$ cat src/hw/rtl/ftc_ram.sv
module ftc_ram #(
   parameter int WIDTH = 8,
   parameter int DEPTH = 16
) (
   input  logic                     clock,
   input  logic                     wr_en,
   input  logic [$clog2(DEPTH)-1:0] wr_addr,
   input  logic [WIDTH-1:0]         wr_data,
   input  logic                     rd_en,
   input  logic [$clog2(DEPTH)-1:0] rd_addr,
   output logic [WIDTH-1:0]         rd_data
);

   logic [WIDTH-1:0] mem_ff [DEPTH];
   logic [WIDTH-1:0] rd_data_ff;

   always_ff @(posedge clock) begin
      if (wr_en) begin
         mem_ff[wr_addr] <= wr_data;
      end
      if (rd_en) begin
         rd_data_ff <= mem_ff[rd_addr];
      end
   end

   assign rd_data = rd_data_ff;

endmodule

$ cat config.mk
export PLATFORM = sky130hd
export DESIGN_NAME = ftc_ram
export DESIGN_NICKNAME = d
export VERILOG_FILES = /design/src/hw/rtl/ftc_ram.sv
export SDC_FILE = /design/constraint.sdc
export NUM_CORES = 1
export LEC_CHECK = 0
export BUFFER_PORTS_ARGS = -buffer_cell sky130_fd_sc_hd__buf_4
export CAP_MARGIN = 20
export CORE_ASPECT_RATIO = 0.8
export CORE_MARGIN = 4
export CORE_UTILIZATION = 50
export CTS_BUF_LIST = sky130_fd_sc_hd__clkbuf_8
export CTS_CLUSTER_DIAMETER = 50
export DETAILED_ROUTE_END_ITERATION = 10
export GPL_ROUTABILITY_DRIVEN = 0
export PLACE_DENSITY = 0.67
export SKIP_LAST_GASP = 1
export SLEW_MARGIN = 40
export SYNTH_ARGS = -nofsm -noshare
export SYNTH_HDL_FRONTEND = slang
export SYNTH_SLANG_ARGS = --single-unit
$ cat constraint.sdc
create_clock -name clock -period 4.2 [get_ports clock]
set_input_delay 0.21 -clock clock [delete_from_list [all_inputs] [get_ports clock]]
set_output_delay 0.21 -clock clock [all_outputs]
set_load 0.05 [all_outputs]
==> impl_metrics.yaml <==
die:
  die_x_um: 122.3
  start_util: 0.5105
  dieHeight_um: 99.46
  rows: 33
  core_sq_um: 10240
  ioPinCount: 27
  dieArea_sq_um: 12170
final_layout:
  mostFrequentLayoutCell: "edfxtp_1"
  finalNetCount: 285
  most-common-layout-cells: "edfxtp_1, buf_4, mux4_2, clkbuf_8, a22oi_1"
  fin_util: 0.5783
  syn2layout_area_growth_pct: 13.28
  diodes: 0
  drive_gt1_frac: 0.2975
clock_tree:
  cts_buffers: 17
  cts_root_buf: "clkbuf_8"
  cts_sinks: 136
  cts_max_level: 4
  tritoncts: "done"
  clk_pin_slew_ns: 0.07
  cts_hold_buf: 0
  cts_buffer_depth: 2
  post_cts_buffers: 0
  cts_resized: 0
  clk_latency_ns: 0.43
routing:
  drt-pass1-iter-count: 4
  drtIter0Drc: 174
  num_vias: 2384
  drc: 0
  routed_wl_mm: 9.597
  drt-vias-per-instance: 5.690
  ant_nets: 0
  avgRoutedWirePerCell_um: 22.90
worst_setup_path:
  path_class: "primary input to flop"
  cp.arrival_ns: 1.73
  end_kind: "flop"
  worst_setup_path_start_kind: "primary input"
  critPathRequiredTime_ns: 4.37
  cp_max_fo: 32
power:
  leakagePower_nw: 1.931
  p_total_mw: 2.671
  power_density_nw_per_um2: 451.0
  ir_drop_mv: 0.2795
sta:
  hold_viol_final: 0
  setup_viol: 0
  rsz0062_at_grt: "false"
  slew_headroom: 0.4315
  clock_skew_ns: 0.005301
  fin_tns_setup_ns: 0
  slew_viol_final: 0
  max_freq_mhz: 639.5
  period_share: 0.3723
  period_minus_slack_ns: 1.564
  tightest_slew_ns: 0.8496
worst_hold_path:
  min_path_type: "primary input to flop"
synth:
  synthTopCellsByArea: "edfxtp_1, mux4_2, mux4_1"
  synth_warnings: 0
  synth_top_cell_by_area: "edfxtp_1"
  ys_types: 18
  mappedNetlistArea_sq_um: 5228
  ys_seq_area_frac: 0.7812
  avgSynthCellArea_sq_um: 22.83
  syn_inst: 229
  synth-seq-cells: 136
  syn_nets: 248
  netlist.area_leader.share: 0.7812
global_route:
  grt_overflow_total: 0
  gr-usage-all-layers: 0.1750
  antenna_found_initial: 0
  grt_max_degree: 33
  grt_pass1_wl_mm: 14.84
  grt_pass1_vias: 2445
place:
  portBuffers: 26
  dpl.hpwl_mm: 5.850
flow_run:
  maxCapViolations: 0
run_status:
  outcome: "finished clean"
-- report_power, final --
group,total [mW],switching (mW),internal [mW]
registers,1.54,0.00807,1.53
clock network,0.970,0.464,0.506
logic,0.165,0.103,0.0621
-- metal layers --
metal,wire length [um],global-route usage
met4,125,0.05680
met2,4367,0.2441
met5,0,0
met3,583,0.05173
met1,4521,0.2681
-- synth_stat cells, drive strengths merged --
master and n:
and2 1, nor3 4, clkdlybuf4s25 3, nor2b 1, nor2 13, and2b 1
nand2 9, nand3 1, mux4 32, nand3b 2, or3b 1, edfxtp 136
a22oi 16, buf 7, nand2b 2
-- sequential cells by signal, summed over array words and instances (netlist names) --
signal / flops
mem_ff: 128
rd_data: 8
-- area by class of cell --
class	instances	area (sq um)
Timing Repair Buffer	28	210.2
Fill cell	802	4318
Clock buffer	17	234.0
Multi-Input combinational cell	83	1099
Sequential cell	136	4084
Tap cell	140	175.2
Clock inverter	15	120.1
-- cells by family (layout without fill, tap and decap cells) --
logic type,after synthesis,count (layout),synth area share
flops,136,136,0.7812
compound gates,16,16,0.02298
simple gates,35,35,0.03136
buf+inv,10,60,0.01651
mux,32,32,0.1479
-- worst paths after layout --
check            endpoint           from  depth (start not counted)  slack [ns]
max            rd_data[0]     rd_addr[0]                          4        2.64
min          mem_ff[6][4]     wr_data[4]                          1        0.09
max reg2reg    rd_data[0]   mem_ff[1][0]                          3        2.69
min reg2reg    rd_data[5]  mem_ff[15][5]                          3        0.75
-- critical path: stages --
cell and delay [ns]:
buf_4 0.49, mux4_1 0.63, a22oi_1 0.28, nand2_1 0.13
-- metrics by stage --
stage	hold slack, ns	setup slack, ns	area (sq um)	cells
final	0.08999	2.636	5922	419
after CTS	0.06885	2.615	5903	419
after detailed placement	0.5258	2.150	5549	387
after global routing	0.06055	2.577	5922	419
after global placement	0.5152	2.147	5532	387
after floorplan	0.3089	2.497	5228	229
Note: power is estimated with default switching activity, not from simulation.
